===== src/sv/cau_pkg.sv =====
// Package for the complex arithmetic unit: opcodes, the lane word carried
// down the divide/root cell chain, and the saturation helper. No dependencies.
`timescale 1ns / 1ps
`default_nettype none
package cau_pkg;

	localparam int FRAC_BITS_DEF = 8;
	// quotient/root digits resolved by the cell chain
	localparam int NCELL = 17;

	localparam logic [2:0] OP_ADDC = 3'd0;
	localparam logic [2:0] OP_ADDR = 3'd1;
	localparam logic [2:0] OP_MULC = 3'd2;
	localparam logic [2:0] OP_MULR = 3'd3;
	localparam logic [2:0] OP_DIVC = 3'd4;
	localparam logic [2:0] OP_DIVR = 3'd5;
	localparam logic [2:0] OP_MAG  = 3'd6;
	localparam logic [2:0] OP_EQ   = 3'd7;

	// one word in flight through the cells
	typedef struct packed {
		logic [2:0]         op;
		logic signed [33:0] sre;      // add/multiply result, real
		logic signed [33:0] sim;      // add/multiply result, imaginary
		logic               eq;
		logic               dz;
		logic               sa_re;    // sign of a_re
		logic               sa_im;    // sign of a_im
		logic               neg_re;   // quotient sign
		logic               neg_im;
		logic               dov_re;   // quotient beyond 17 bits
		logic               dov_im;
		logic [32:0]        y;        // twice the divisor norm
		logic [16:0]        xlo_re;   // low dividend bits, shifted in one per cell
		logic [16:0]        xlo_im;
		logic [33:0]        rem_re;
		logic [33:0]        rem_im;
		logic [16:0]        q_re;
		logic [16:0]        q_im;
		logic [33:0]        v;        // radicand, two bits per cell
		logic [18:0]        srem;
		logic [16:0]        sroot;
	} cau_lane_t;

	// clamp to 16-bit signed; bit 16 flags saturation
	function automatic logic [16:0] sat16(input logic signed [33:0] x);
		if (x > 34'sd32767) begin
			return {1'b1, 16'h7FFF};
		end else if (x < -34'sd32768) begin
			return {1'b1, 16'h8000};
		end
		return {1'b0, x[15:0]};
	endfunction

endpackage
`default_nettype wire


===== src/sv/cau_cell.sv =====
// One cell of the chain: a restoring divide step for each quotient and one
// square-root digit step. Depends on cau_pkg.
`timescale 1ns / 1ps
`default_nettype none
module cau_cell #(
	parameter int IDX = 0
) (
	input  wire                clk,
	input  wire                arst_n,
	input  wire                en,
	input  wire                in_valid,
	input  cau_pkg::cau_lane_t in_lane,
	output logic               out_valid,
	output cau_pkg::cau_lane_t out_lane
);
	import cau_pkg::*;

	localparam int XB = NCELL - 1 - IDX;
	localparam int VB = 2 * NCELL - 1 - 2 * IDX;

	cau_lane_t   nxt;
	logic [33:0] tre, tim;
	logic [20:0] ts, trial;

	// divide and root steps
	always_comb begin
		nxt = in_lane;
		tre = {in_lane.rem_re[32:0], in_lane.xlo_re[XB]};
		tim = {in_lane.rem_im[32:0], in_lane.xlo_im[XB]};
		if (tre >= {1'b0, in_lane.y}) begin
			nxt.rem_re = tre - {1'b0, in_lane.y};
			nxt.q_re   = {in_lane.q_re[15:0], 1'b1};
		end else begin
			nxt.rem_re = tre;
			nxt.q_re   = {in_lane.q_re[15:0], 1'b0};
		end
		if (tim >= {1'b0, in_lane.y}) begin
			nxt.rem_im = tim - {1'b0, in_lane.y};
			nxt.q_im   = {in_lane.q_im[15:0], 1'b1};
		end else begin
			nxt.rem_im = tim;
			nxt.q_im   = {in_lane.q_im[15:0], 1'b0};
		end
		ts    = {in_lane.srem, in_lane.v[VB -: 2]};
		trial = {2'b00, in_lane.sroot, 2'b01};
		if (ts >= trial) begin
			nxt.srem  = 19'(ts - trial);
			nxt.sroot = {in_lane.sroot[15:0], 1'b1};
		end else begin
			nxt.srem  = ts[18:0];
			nxt.sroot = {in_lane.sroot[15:0], 1'b0};
		end
	end

	always_ff @(posedge clk or negedge arst_n) begin
		if (!arst_n) begin
			out_valid <= 1'b0;
		end else if (en) begin
			out_valid <= in_valid;
		end
	end

	always_ff @(posedge clk) begin
		if (en) begin
			out_lane <= nxt;
		end
	end

endmodule
`default_nettype wire

===== config.mk =====
export PLATFORM = sky130hd
export DESIGN_NAME = cau_cell
export DESIGN_NICKNAME = d
export VERILOG_FILES = /design/src/sv/cau_pkg.sv /design/src/sv/cau_cell.sv
export SDC_FILE = /design/constraint.sdc
export NUM_CORES = 1
export LEC_CHECK = 0
export BUFFER_PORTS_ARGS = -buffer_cell sky130_fd_sc_hd__buf_2
export CAP_MARGIN = 20
export CORE_AREA = 5 5 247 249
export CTS_CLUSTER_DIAMETER = 100
export DETAILED_ROUTE_END_ITERATION = 6
export DIE_AREA = 0 0 252 254
export PLACE_DENSITY = 0.49
export SLEW_MARGIN = 20
export SYNTH_ARGS = -nofsm -noshare
export SYNTH_HDL_FRONTEND = slang
export SYNTH_SLANG_ARGS = --single-unit

===== constraint.sdc =====
create_clock -name clk -period 0.9 [get_ports clk]
set_clock_uncertainty 0.05 [all_clocks]
set_input_delay 0.09 -clock clk [delete_from_list [all_inputs] [get_ports clk]]
set_output_delay 0.09 -clock clk [all_outputs]
set_load 0.03 [all_outputs]

# Yosys cells after proc, flatten, opt, wreduce, memory -nomap -nowiden
# Index checks and enable logic that the tools add are counted.
[classes]
add_sub_neg = 3
n_mul = 0
div = 0
magnitude_cmp = 3
eq_ne = 0
shift = 0
n_mux = 5
n_bitwise = 0
n_reduce_logical = 0
[ops]
columns = ["cell", "n"]
rows = [
  ["34-bit by 33-bit greater-or-equal comparator with 1-bit output", 2],
  ["34-bit two-way mux", 2],
  ["34-bit by 33-bit subtractor with 34-bit output", 2],
  ["36-bit two-way mux", 1],
  ["21-bit by 19-bit greater-or-equal comparator with 1-bit output", 1],
  ["19-bit subtractor", 1],
  ["1-bit two-way mux", 2],
]
[totals]
ff_bits = 319
latch_bits = 0
mem_bits_rw = 0
romBits = 0
inputBits = 322
output_inout_bits = 319
mem_count = 0

# Longest topological paths before layout
# Gate-level depths: netlist (run 1).
[logic_depth]
depth_word = 2
depth_mapped = 15

# Worst setup path after synthesis (run 1)
# No wires, ideal clock.
[synth_path]
kind = "in2reg"
from = "in in_lane[188] (netlist name)"
to = "reg out_lane[136] (netlist name), data pin"
arrival_time_ns = 2.830
required_time_ns = 0.590
setup_slack_ns = -2.240
cell_stages = 13
path_buffers = 0
path_cell_list = "inv_1 > ha_1 > inv_1 > fa_1 > a21oi_1 > o22a_1 > a21oi_1 > a2111oi_0 > o31ai_1 > a211oi_1 > o221ai_1 > xor2_1 > mux2_2"
[synth_lines]
columns = ["element", "line", "source"]
rows = [
  ["start, declared", "cau_cell.sv:12", "input cau_pkg::cau_lane_t in_lane,"],
  ["end signal, assigned", "cau_cell.sv:65", "out_lane <= nxt;"],
  ["end, declared", "cau_cell.sv:14", "output cau_pkg::cau_lane_t out_lane"],
]

==> flow_summary.yaml, run 1 <==
die:
  row_count: 89
  floorplan.core_area_sq_mm: 0.0585
  initial_utilization_pct: 25.7
  die-width_microns: 252
  dieArea_sq_mm: 0.0640
  die_h_microns: 254
  io_pins: 641
yosys:
  yosysTopAreaCellShare_pct: 63.6
  synth.area.top_cells: "sky130_fd_sc_hd__edfxtp_1 64%, sky130_fd_sc_hd__ha_1 7.1%, sky130_fd_sc_hd__a21oi_1 3.5%"
  synthDominantAreaCellType: "sky130_fd_sc_hd__edfxtp_1"
  synth-seq-area-share_pct: 63.7
  synth_warnings: 0
  synth_enable_flop_cells: 318
  synth.ff_latch_count: 319
  share_of_synthesized_flip_flops_with_an_asynchronous_set_or_reset_pct: 0.313
  synth_fp_nets: 1568
  mappedNetlistArea_sq_mm: 0.0150
  synthCells: 1159
  synthesis.area_per_instance_sq_um: 13.0
  synth_cell_type_count: 65
  ys_dominant_reg_cell: "sky130_fd_sc_hd__edfxtp_1"
timing:
  max_slew.worst_pin.slew_ns: 0.552
  grt_setup_unrepaired: "yes"
  fmaxAchievable_ghz: 0.364
  final-max-slew-violation-count: 0
  hold_slack_ns: -0.0330
  final_min_period_over_clock_period_pct: 306
  maxSlewHeadroom_pct: 62.7
  period_minus_slack_ns: 2.75
  finalHoldViolations: 1
  final_critical_path_setup_slack_ns: -1.85
  final-setup-viol-count: 413
min_path:
  holdCritPathClass: "primary input to flip-flop"
placed_design:
  finalWeightedCongestion: 0.910
  dp.final_hpwl_mm: 48.1
  post_place_setup_slack_ns: -2.54
  portBuffers: 636
  placedInstanceArea_sq_mm: 0.0220
power:
  logic_gate_share_of_total_power_pct: 32.1
  switching_part_of_the_total_power_pct: 31.0
  pwr_density_cell_mw_per_mm2: 1730
  pwr-share-seq_pct: 36.7
  totalPowerFinal_mw: 52.0
  ir_drop_mv: 1.38
  intPower_mw: 35.9
  power_frac_clock_pct: 31.3
  power_switching_mw: 16.2
  p_leak_nw: 13.2
detailed_routing:
  vias_per_cell: 4.50
  detail_route.wl_per_cell_microns: 20.4
  detail_route.wirelength_mm: 67.3
  detailedRoute.firstIterationViolations: 741
  drc_errors: 0
  antenna_violating_nets_post_route: 0
  drtPass1Iterations: 4
  vias: 14900
clock_tree:
  ctsRootBufferMaster: "sky130_fd_sc_hd__clkbuf_16"
  clkTransAtPathRegs_ns: 0.06
  tritoncts: "done"
  clock_buffer_count_from_cts: 40
  htree_levels: 2
  clock_latency_late_sink_ns: 0.54
  clock-sinks: 319
  cts-root-to-sink-buffers: 3
flow_run:
  maxCapViolCount: 0
worst_setup_path:
  start_kind: "primary input"
  critPathCaptureType: "flip-flop"
  critical_path_peak_fanout: 16
  timing.critical_path.required_ns: 1.14
  crit_path_most_repeated_cell: "sky130_fd_sc_hd__buf_12"
  path_cells: "buf_12, inv_12, ha_4, inv_2, fa_2, a21o_1, a221o_1, a211oi_4, o21ai_2, and3_4, buf_4, nor4_4, o221ai_4, buf_12, mux2_2"
  crit_arrival_ns: 2.99
  critical-path-slowest-cell: "sky130_fd_sc_hd__a221o_1"
  worstSetupPathType: "primary input to flip-flop"
  largest_stage_delay_on_the_critical_path_ns: 0.40
outcome:
  failed_checks: "hold timing, setup timing"
  outcome: "complete, but fails checks"
final_layout:
  net_count_reported_at_finish: 2899
  fraction_of_final_layout_cells_sized_beyond_drive_strength_1_pct: 50.7
  mostFrequentLayoutCells: "337 x sky130_fd_sc_hd__buf_6, 318 x sky130_fd_sc_hd__edfxtp_1, 317 x sky130_fd_sc_hd__dlygate4sd3_1"
  area_delta_synth_final_pct: 100
  final_design_area_no_fill_sq_mm: 0.0301
  layout.cells.most_common: "sky130_fd_sc_hd__buf_6"
grt:
  vias_in_the_first_global_route: 15700
  antenna_found_initial: 17
  grt_first_pass_wirelength_mm: 96.1
  grt_max_degree: 37
  grt_usage_pct: 19.4
  globalRoute.totalOverflow: 0
## power by group through the flow
stage                     Clock [mW]  Sequential [mW]  Combinational (mW)
after floorplan                    0             22.0                3.74
after global placement             0             19.0                12.2
after detailed placement           0             19.0                12.3
after CTS                       16.6             19.1                15.8
after global routing            17.3             19.2                17.6
final                           16.3             19.1                16.7
## critical path: cells and delay by family
family	cells	cell delay, ns
buffers and inverters	5	0.54
muxes	1	0.29
and+or+nand+nor	2	0.37
AOI/OAI and AO/OA	5	1.21
adders and majority gates	2	0.47
## routing by layer
layer  wire, microns  track usage (%)  up-vias
met5              54                0        -
met4            1880             5.30        8
met3            4500             4.67      118
met2           34400             35.0      504
met1           26500             23.3     7191
li1                -                -     7039
## registers in the layout, indices dropped and copies added (netlist names)
register   count
out_lane     318
out_valid      1
## path summary, 6_finish.rpt
path	from	endpoint	slack, ns	cells after the start
min in group asynchronous	arst_n	out_valid	0.42	3
hold / removal	in_lane[34]	out_lane[34]	-0.03	4
setup / recovery	in_lane[205]	out_lane[142]	-1.85	15
setup reg to reg	out_valid	out_valid	0.07	1
max in group asynchronous	arst_n	out_valid	0.24	3
hold reg to reg	out_valid	out_valid	0.49	1
## through the flow
stage	setup TNS, ns	std cells	utilization (%)
after global routing	-264.94	3297	51.4
after floorplan	-147.62	1159	-
after CTS	-252.49	3276	49.8
after global placement	-200.14	2860	37.6
final	-244.03	3302	51.4
after detailed placement	-202.93	2860	37.6
## final cells by class
cell class | instances | area (sq um)
Antenna cell | 8 | 20.0
Clock buffer | 47 | 1070
Clock inverter | 26 | 254
Fill cell | 5016 | 28400
Inverter | 86 | 363
Multi-Input combinational cell | 722 | 6120
Sequential cell | 319 | 9580
Tap cell | 773 | 967
Timing Repair Buffer | 1321 | 11700
## synth_stat cells, types with 9 or more instances
| library cell | instances |
|---|---|
| sky130_fd_sc_hd__a211oi_1 | 12 |
| sky130_fd_sc_hd__a21o_1 | 51 |
| sky130_fd_sc_hd__a21oi_1 | 105 |
| sky130_fd_sc_hd__a31oi_1 | 12 |
| sky130_fd_sc_hd__and3_1 | 9 |
| sky130_fd_sc_hd__clkbuf_1 | 24 |
| sky130_fd_sc_hd__edfxtp_1 | 318 |
| sky130_fd_sc_hd__ha_1 | 85 |
| sky130_fd_sc_hd__inv_1 | 86 |
| sky130_fd_sc_hd__mux2_2 | 11 |
| sky130_fd_sc_hd__nand2_1 | 80 |
| sky130_fd_sc_hd__nand3_1 | 15 |
| sky130_fd_sc_hd__nand4_1 | 14 |
| sky130_fd_sc_hd__nor2_1 | 74 |
| sky130_fd_sc_hd__nor3_1 | 15 |
| sky130_fd_sc_hd__o21ai_0 | 51 |
| sky130_fd_sc_hd__o21bai_1 | 13 |
| sky130_fd_sc_hd__o31ai_1 | 10 |
| sky130_fd_sc_hd__xnor2_1 | 43 |
| sky130_fd_sc_hd__xor2_1 | 31 |
## logic make-up after synthesis
family / share of synthesized area, %
DFF: 63.7
muxes: 1.14
AOI/OAI and AO/OA: 13.0
xor gates and xnor gates: 4.31
adders and majority gates: 7.35
and+or+nand+nor: 7.45
buffers and inverters: 3.06
## timing repair
action                                 CTS  global route
setup buffers                           21            17
hold buffers                           319             3
endpoints found under the hold margin  349             6
gates cloned                             5             3
pin swaps                               51            33
setup endpoints to repair              409           433
gates resized for setup                731           168
No activity file was read; power rests on OpenSTA's default activity.
==> run 2: changes to the inputs <==
- clock period: 0.9 -> 3.2 ns (I/O delays scaled with it)
==> flow_summary.yaml, run 2 (synthesized netlist as in run 1, its figures left out) <==
min_path:
  holdCritPathClass: "primary input to flip-flop"
  min_from: "in_lane[131]"
  timing.hold.worst_path_depth: 3
  hold_end: "out_lane[132]"
die:
  dieArea_sq_mm: 0.0640
  floorplan.core_area_sq_mm: 0.0585
  initial_utilization_pct: 25.7
  row_count: 89
  die-width_microns: 252
  io_pins: 641
  die_h_microns: 254
worst_setup_path:
  worstSetupPathType: "primary input to flip-flop"
  largest_stage_delay_on_the_critical_path_ns: 0.55
  rr_startpoint: "out_valid"
  regToRegEndpoint: "out_valid"
  crit_arrival_ns: 3.31
  ff2ff_path_depth: 1
  critical-path-slowest-cell: "sky130_fd_sc_hd__dlygate4sd3_1"
  minimum_setup_slack_among_reg_to_reg_paths_ns: 2.41
  path_cells: "dlygate4sd3_1, buf_2, inv_1, ha_1, a21o_1, a31oi_1, nor2_1, o21ai_0, a21oi_1, a211o_1, a211oi_1, xnor2_1, mux2_1"
  timing.critical_path.required_ns: 3.44
  critical_path_peak_fanout: 6
  start_kind: "primary input"
  critPathCaptureType: "flip-flop"
timing:
  final-setup-viol-count: 0
  final_min_period_over_clock_period_pct: 95.9
  grt_setup_unrepaired: "yes"
  maxSlewHeadroom_pct: 54.2
  max_slew.worst_pin.slew_ns: 0.686
  final-max-slew-violation-count: 0
  fmaxAchievable_ghz: 0.326
  period_minus_slack_ns: 3.07
  finalHoldViolations: 0
detailed_routing:
  detail_route.wirelength_mm: 62.9
  detail_route.wl_per_cell_microns: 21.2
  vias_per_cell: 4.49
  detailedRoute.firstIterationViolations: 765
  antenna_violating_nets_post_route: 0
  vias: 13300
  drc_errors: 0
  drtPass1Iterations: 5
clock_tree:
  clock_latency_late_sink_ns: 0.54
  ctsRootBufferMaster: "sky130_fd_sc_hd__clkbuf_16"
  clock-sinks: 319
  clock_buffer_count_from_cts: 39
  tritoncts: "done"
  cts-root-to-sink-buffers: 3
  clkTransAtPathRegs_ns: 0.06
  htree_levels: 2
placed_design:
  portBuffers: 636
  place_inst: 2658
  dp.final_hpwl_mm: 50.0
  placedInstanceArea_sq_mm: 0.0201
  finalWeightedCongestion: 0.903
final_layout:
  net_count_reported_at_finish: 2572
  layout.cells.most_common: "sky130_fd_sc_hd__buf_2"
  largestRegisters: "out_lane (318), out_valid (1)"
  final_design_area_no_fill_sq_mm: 0.0239
  nFillCells: 5564
  instances_no_fill: 2973
  mostFrequentLayoutCells: "635 x sky130_fd_sc_hd__buf_2, 318 x sky130_fd_sc_hd__edfxtp_1, 237 x sky130_fd_sc_hd__dlygate4sd3_1"
  fraction_of_final_layout_cells_sized_beyond_drive_strength_1_pct: 39.1
  largest_register_ffs: 318
  area_delta_synth_final_pct: 59.4
  final_core_util_pct: 41.0
  largest_register: "out_lane"
grt:
  grt_usage_pct: 18.5
  globalRoute.busiestLayer: "met2"
  grt_max_degree: 76
  antenna_found_initial: 9
  vias_in_the_first_global_route: 14100
  grt.met2_usage_pct: 34.2
  grt_first_pass_wirelength_mm: 89.3
  globalRoute.totalOverflow: 0
  grt_use_met3_pct: 4.64
  grt_util_met1_pct: 21.4
flow_run:
  maxCapViolCount: 0
power:
  p_leak_nw: 10.6
  ir_drop_mv: 0.400
  pwr_density_cell_mw_per_mm2: 551
outcome:
  outcome: "finished clean"
==> run 2: cell count changes in the layout (fill, tap and decap cells not counted), moves of 25 or more <==
| cell | previous run | this run |
|---|---|---|
| sky130_fd_sc_hd__dlygate4sd3_1 | 317 | 237 |
| sky130_fd_sc_hd__buf_6 | 337 | 1 |
| sky130_fd_sc_hd__nand2_1 | 53 | 79 |
| sky130_fd_sc_hd__buf_4 | 316 | 111 |
| sky130_fd_sc_hd__nor2_1 | 35 | 73 |
| sky130_fd_sc_hd__o21ai_0 | 21 | 49 |
| sky130_fd_sc_hd__a21oi_1 | 77 | 102 |
| sky130_fd_sc_hd__nor2_4 | 25 | 0 |
| sky130_fd_sc_hd__buf_2 | 309 | 635 |
==> run 2: worst max-delay path by stage <==
stage,from,to,slack [ns],depth (start not counted)
global route,in_lane[216],out_lane[134],-0.007,15
detailed placement,in_lane[210],out_lane[135],-0.35,13
floorplan,in_lane[205],out_lane[166],0.01,13
global placement,in_lane[206],out_lane[136],-0.29,14
CTS,in_lane[112],out_lane[136],0.01,13
finish,in_lane[220],out_lane[169],0.13,13
==> run 2: cell type report <==
cell class                      count  area [sq um]  share of cell area (%)
Sequential cell                   319          9570                    40.0
Timing Repair Buffer              995          6610                    27.6
Multi-Input combinational cell    722          5150                    21.5
Clock buffer                       48          1030                    4.31
Tap cell                          773           967                    4.04
Inverter                           86           325                    1.36
Clock inverter                     22           269                    1.12
Antenna cell                        8          20.0                  0.0836
==> run 2: through the flow <==
step	hold WS (ns)	setup TNS [ns]	setup WS [ns]	power, mW
4_1_cts	0.000831	0	0.0104	13.4
3_5_place_dp	0.0467	-9.40	-0.346	8.46
3_3_place_gp	0.0455	-8.40	-0.295	8.46
2_1_floorplan	-0.0256	0	0.0129	7.13
5_1_grt	0.0228	-0.00872	-0.00666	13.8
6_report	0.0433	0	0.130	13.2
==> run 2: timing repair <==
item,CTS,global route
hold buffers,237,0
gates resized for setup,0,24
endpoints found under the hold margin,237,0
endpoints found under the setup margin,0,45
buffers inserted,0,0
==> run 2: power breakdown <==
part	internal (mW)	leakage [nW]	total, mW	switching, mW
registers	5.11	3.13	5.23	0.119
logic	1.27	6.88	3.41	2.14
clock network	2.77	0.626	4.56	1.78
total	9.16	10.6	13.2	4.04
==> run 2: layer usage <==
metal	vias up	routed length, microns
li1	6373	-
met1	6415	24600
met2	460	32500
met3	84	4130
met4	2	1600
met5	-	13
==> run 2: worst max-delay path: cells and delay by family <==
kind / cells / cell delay (ns)
AO/OA/AOI/OAI: 6 / 1.42
XOR/XNOR: 1 / 0.10
AND/OR/NAND/NOR: 1 / 0.07
multiplexers: 1 / 0.29
adder cells (fa/ha/maj): 1 / 0.36
buffers and inverters: 3 / 0.75
==> run 3: changes to the inputs <==
- MAX_ROUTING_LAYER: default -> met4
- TNS_END_PERCENT: default -> 100
==> flow_summary.yaml, run 3 (synthesized netlist as in run 1, its figures left out) <==
grt:
  antenna_found_initial: 11
  grt_max_degree: 84
  grt_first_pass_wirelength_mm: 88.8
  globalRoute.totalOverflow: 0
  grt_usage_pct: 19.0
  vias_in_the_first_global_route: 14000
worst_setup_path:
  worst_setup_path_startpoint: "in_lane[233]"
  timing.critical_path.required_ns: 3.44
  crit_end: "out_lane[148]"
  critPathCaptureType: "flip-flop"
  regToRegEndpoint: "out_valid"
  rr_startpoint: "out_valid"
  critical_path_peak_fanout: 34
  start_kind: "primary input"
  worstSetupPathType: "primary input to flip-flop"
  crit_arrival_ns: 3.29
  minimum_setup_slack_among_reg_to_reg_paths_ns: 2.41
  ff2ff_path_depth: 1
die:
  die_h_microns: 254
  dieArea_sq_mm: 0.0640
  die-width_microns: 252
  row_count: 89
  initial_utilization_pct: 25.7
  floorplan.core_area_sq_mm: 0.0585
  io_pins: 641
timing:
  final_critical_path_setup_slack_ns: 0.148
  finalHoldViolations: 0
  final_min_period_over_clock_period_pct: 95.4
  final-max-slew-violation-count: 0
  fmaxAchievable_ghz: 0.328
  final-setup-viol-count: 0
  max_slew.worst_pin.slew_ns: 0.788
  period_minus_slack_ns: 3.05
  grt_setup_unrepaired: "no"
  maxSlewHeadroom_pct: 47.4
clock_tree:
  htree_levels: 2
  clkTransAtPathRegs_ns: 0.06
  clock_latency_late_sink_ns: 0.55
  clock_buffer_count_from_cts: 40
  clock-sinks: 319
  tritoncts: "done"
  ctsRootBufferMaster: "sky130_fd_sc_hd__clkbuf_16"
  cts-root-to-sink-buffers: 3
final_layout:
  multi_input_comb_area_sq_mm: 0.00513
  net_count_reported_at_finish: 2580
  final_design_area_no_fill_sq_mm: 0.0239
  final-seq-area_sq_mm: 0.00957
  mostFrequentLayoutCells: "635 x sky130_fd_sc_hd__buf_2, 318 x sky130_fd_sc_hd__edfxtp_1, 242 x sky130_fd_sc_hd__dlygate4sd3_1"
  largest_register: "out_lane"
  area_delta_synth_final_pct: 59.4
  largestRegisters: "out_lane (318), out_valid (1)"
  fraction_of_final_layout_cells_sized_beyond_drive_strength_1_pct: 39.1
  nFillCells: 5645
  final_core_util_pct: 41.0
  largest_register_ffs: 318
  layout.cells.most_common: "sky130_fd_sc_hd__buf_2"
  instances_no_fill: 2982
detailed_routing:
  vias_per_cell: 4.48
  vias: 13300
  antenna_violating_nets_post_route: 0
  drc_errors: 0
  detailedRoute.firstIterationViolations: 718
  detail_route.wl_per_cell_microns: 21.1
  detail_route.wirelength_mm: 63.0
  drtPass1Iterations: 5
placed_design:
  portBuffers: 636
  place_inst: 2659
  post_place_setup_slack_ns: -0.318
  placedInstanceArea_sq_mm: 0.0201
  finalWeightedCongestion: 0.899
  dp.final_hpwl_mm: 50.0
power:
  ir_drop_mv: 0.425
  pwr_density_cell_mw_per_mm2: 549
  p_leak_nw: 10.6
outcome:
  outcome: "finished clean"
min_path:
  timing.hold.worst_path_depth: 3
  holdCritPathClass: "primary input to flip-flop"
flow_run:
  maxCapViolCount: 0
run 3: cell count changes in the layout (fill, tap and decap cells not counted), sizes merged:
cell	change
buf	+2
bufinv	-2
clkbuf	-1
clkinv	-5
clkinvlp	+4
diode	+2
dlygate4sd3	+5
inv	+4
run 3: metal layers:
layer,global-route usage (%),vias up,routed length [microns]
met5,-,-,0
met4,8.89,0,3230
met1,21.3,6361,24300
met3,4.75,127,4280
met2,32.1,468,31100
li1,-,6393,-
run 3: final cells by class:
| class | count | share of cell area (%) |
|---|---|---|
| repair buffers | 1002 | 27.7 |
| clock inverters | 23 | 1.01 |
| clock buffers | 47 | 4.38 |
| multi-input cells | 722 | 21.4 |
| flip-flops and latches | 319 | 40.0 |
| diodes | 10 | 0.104 |
| inverters | 86 | 1.36 |
| well taps | 773 | 4.04 |
run 3: worst min path at each step:
stage | slack (ns) | startpoint | endpoint
after global routing | 0.03 | in_lane[215] | out_lane[215]
after CTS | 0.01 | in_lane[107] | out_lane[108]
final | 0.05 | in_lane[114] | out_lane[115]
after global placement | 0.05 | arst_n | out_valid
after floorplan | -0.03 | arst_n | out_valid
after detailed placement | 0.05 | arst_n | out_valid
run 3: per-stage QoR:
step	hold WS [ns]	total power [mW]	setup TNS (ns)
detailed placement	0.0462	8.46	-12.47
global route	0.0258	13.8	0
global placement	0.0454	8.45	-11.17
floorplan	-0.0256	7.13	0
finish	0.0469	13.2	0
CTS	0.0100	13.3	0
run 3: what timing repair did:
action | CTS | global route
hold endpoints to repair | 241 | 0
gates resized for setup | 0 | 21
buffers inserted | 0 | 1
hold buffers | 242 | 0
endpoints found under the setup margin | 0 | 67
run 3: worst max-delay path, stage by stage:
cell                            delay [ns]
sky130_fd_sc_hd__dlygate4sd3_1        0.54
sky130_fd_sc_hd__buf_2                0.13
sky130_fd_sc_hd__inv_1                0.14
sky130_fd_sc_hd__ha_1                 0.27
sky130_fd_sc_hd__a21o_1               0.18
sky130_fd_sc_hd__a21o_1               0.19
sky130_fd_sc_hd__a21o_1               0.19
sky130_fd_sc_hd__a21oi_1              0.16
sky130_fd_sc_hd__o21ai_0              0.09
sky130_fd_sc_hd__a211oi_1             0.24
sky130_fd_sc_hd__buf_4                0.18
sky130_fd_sc_hd__o221ai_4             0.13
sky130_fd_sc_hd__buf_12               0.20
sky130_fd_sc_hd__buf_4                0.16
sky130_fd_sc_hd__mux2i_1              0.14
run 3: power breakdown:
group,internal [mW],total (mW),switching [mW]
Combinational,1.27,3.41,2.14
Clock,2.68,4.52,1.84
Sequential,5.11,5.23,0.115
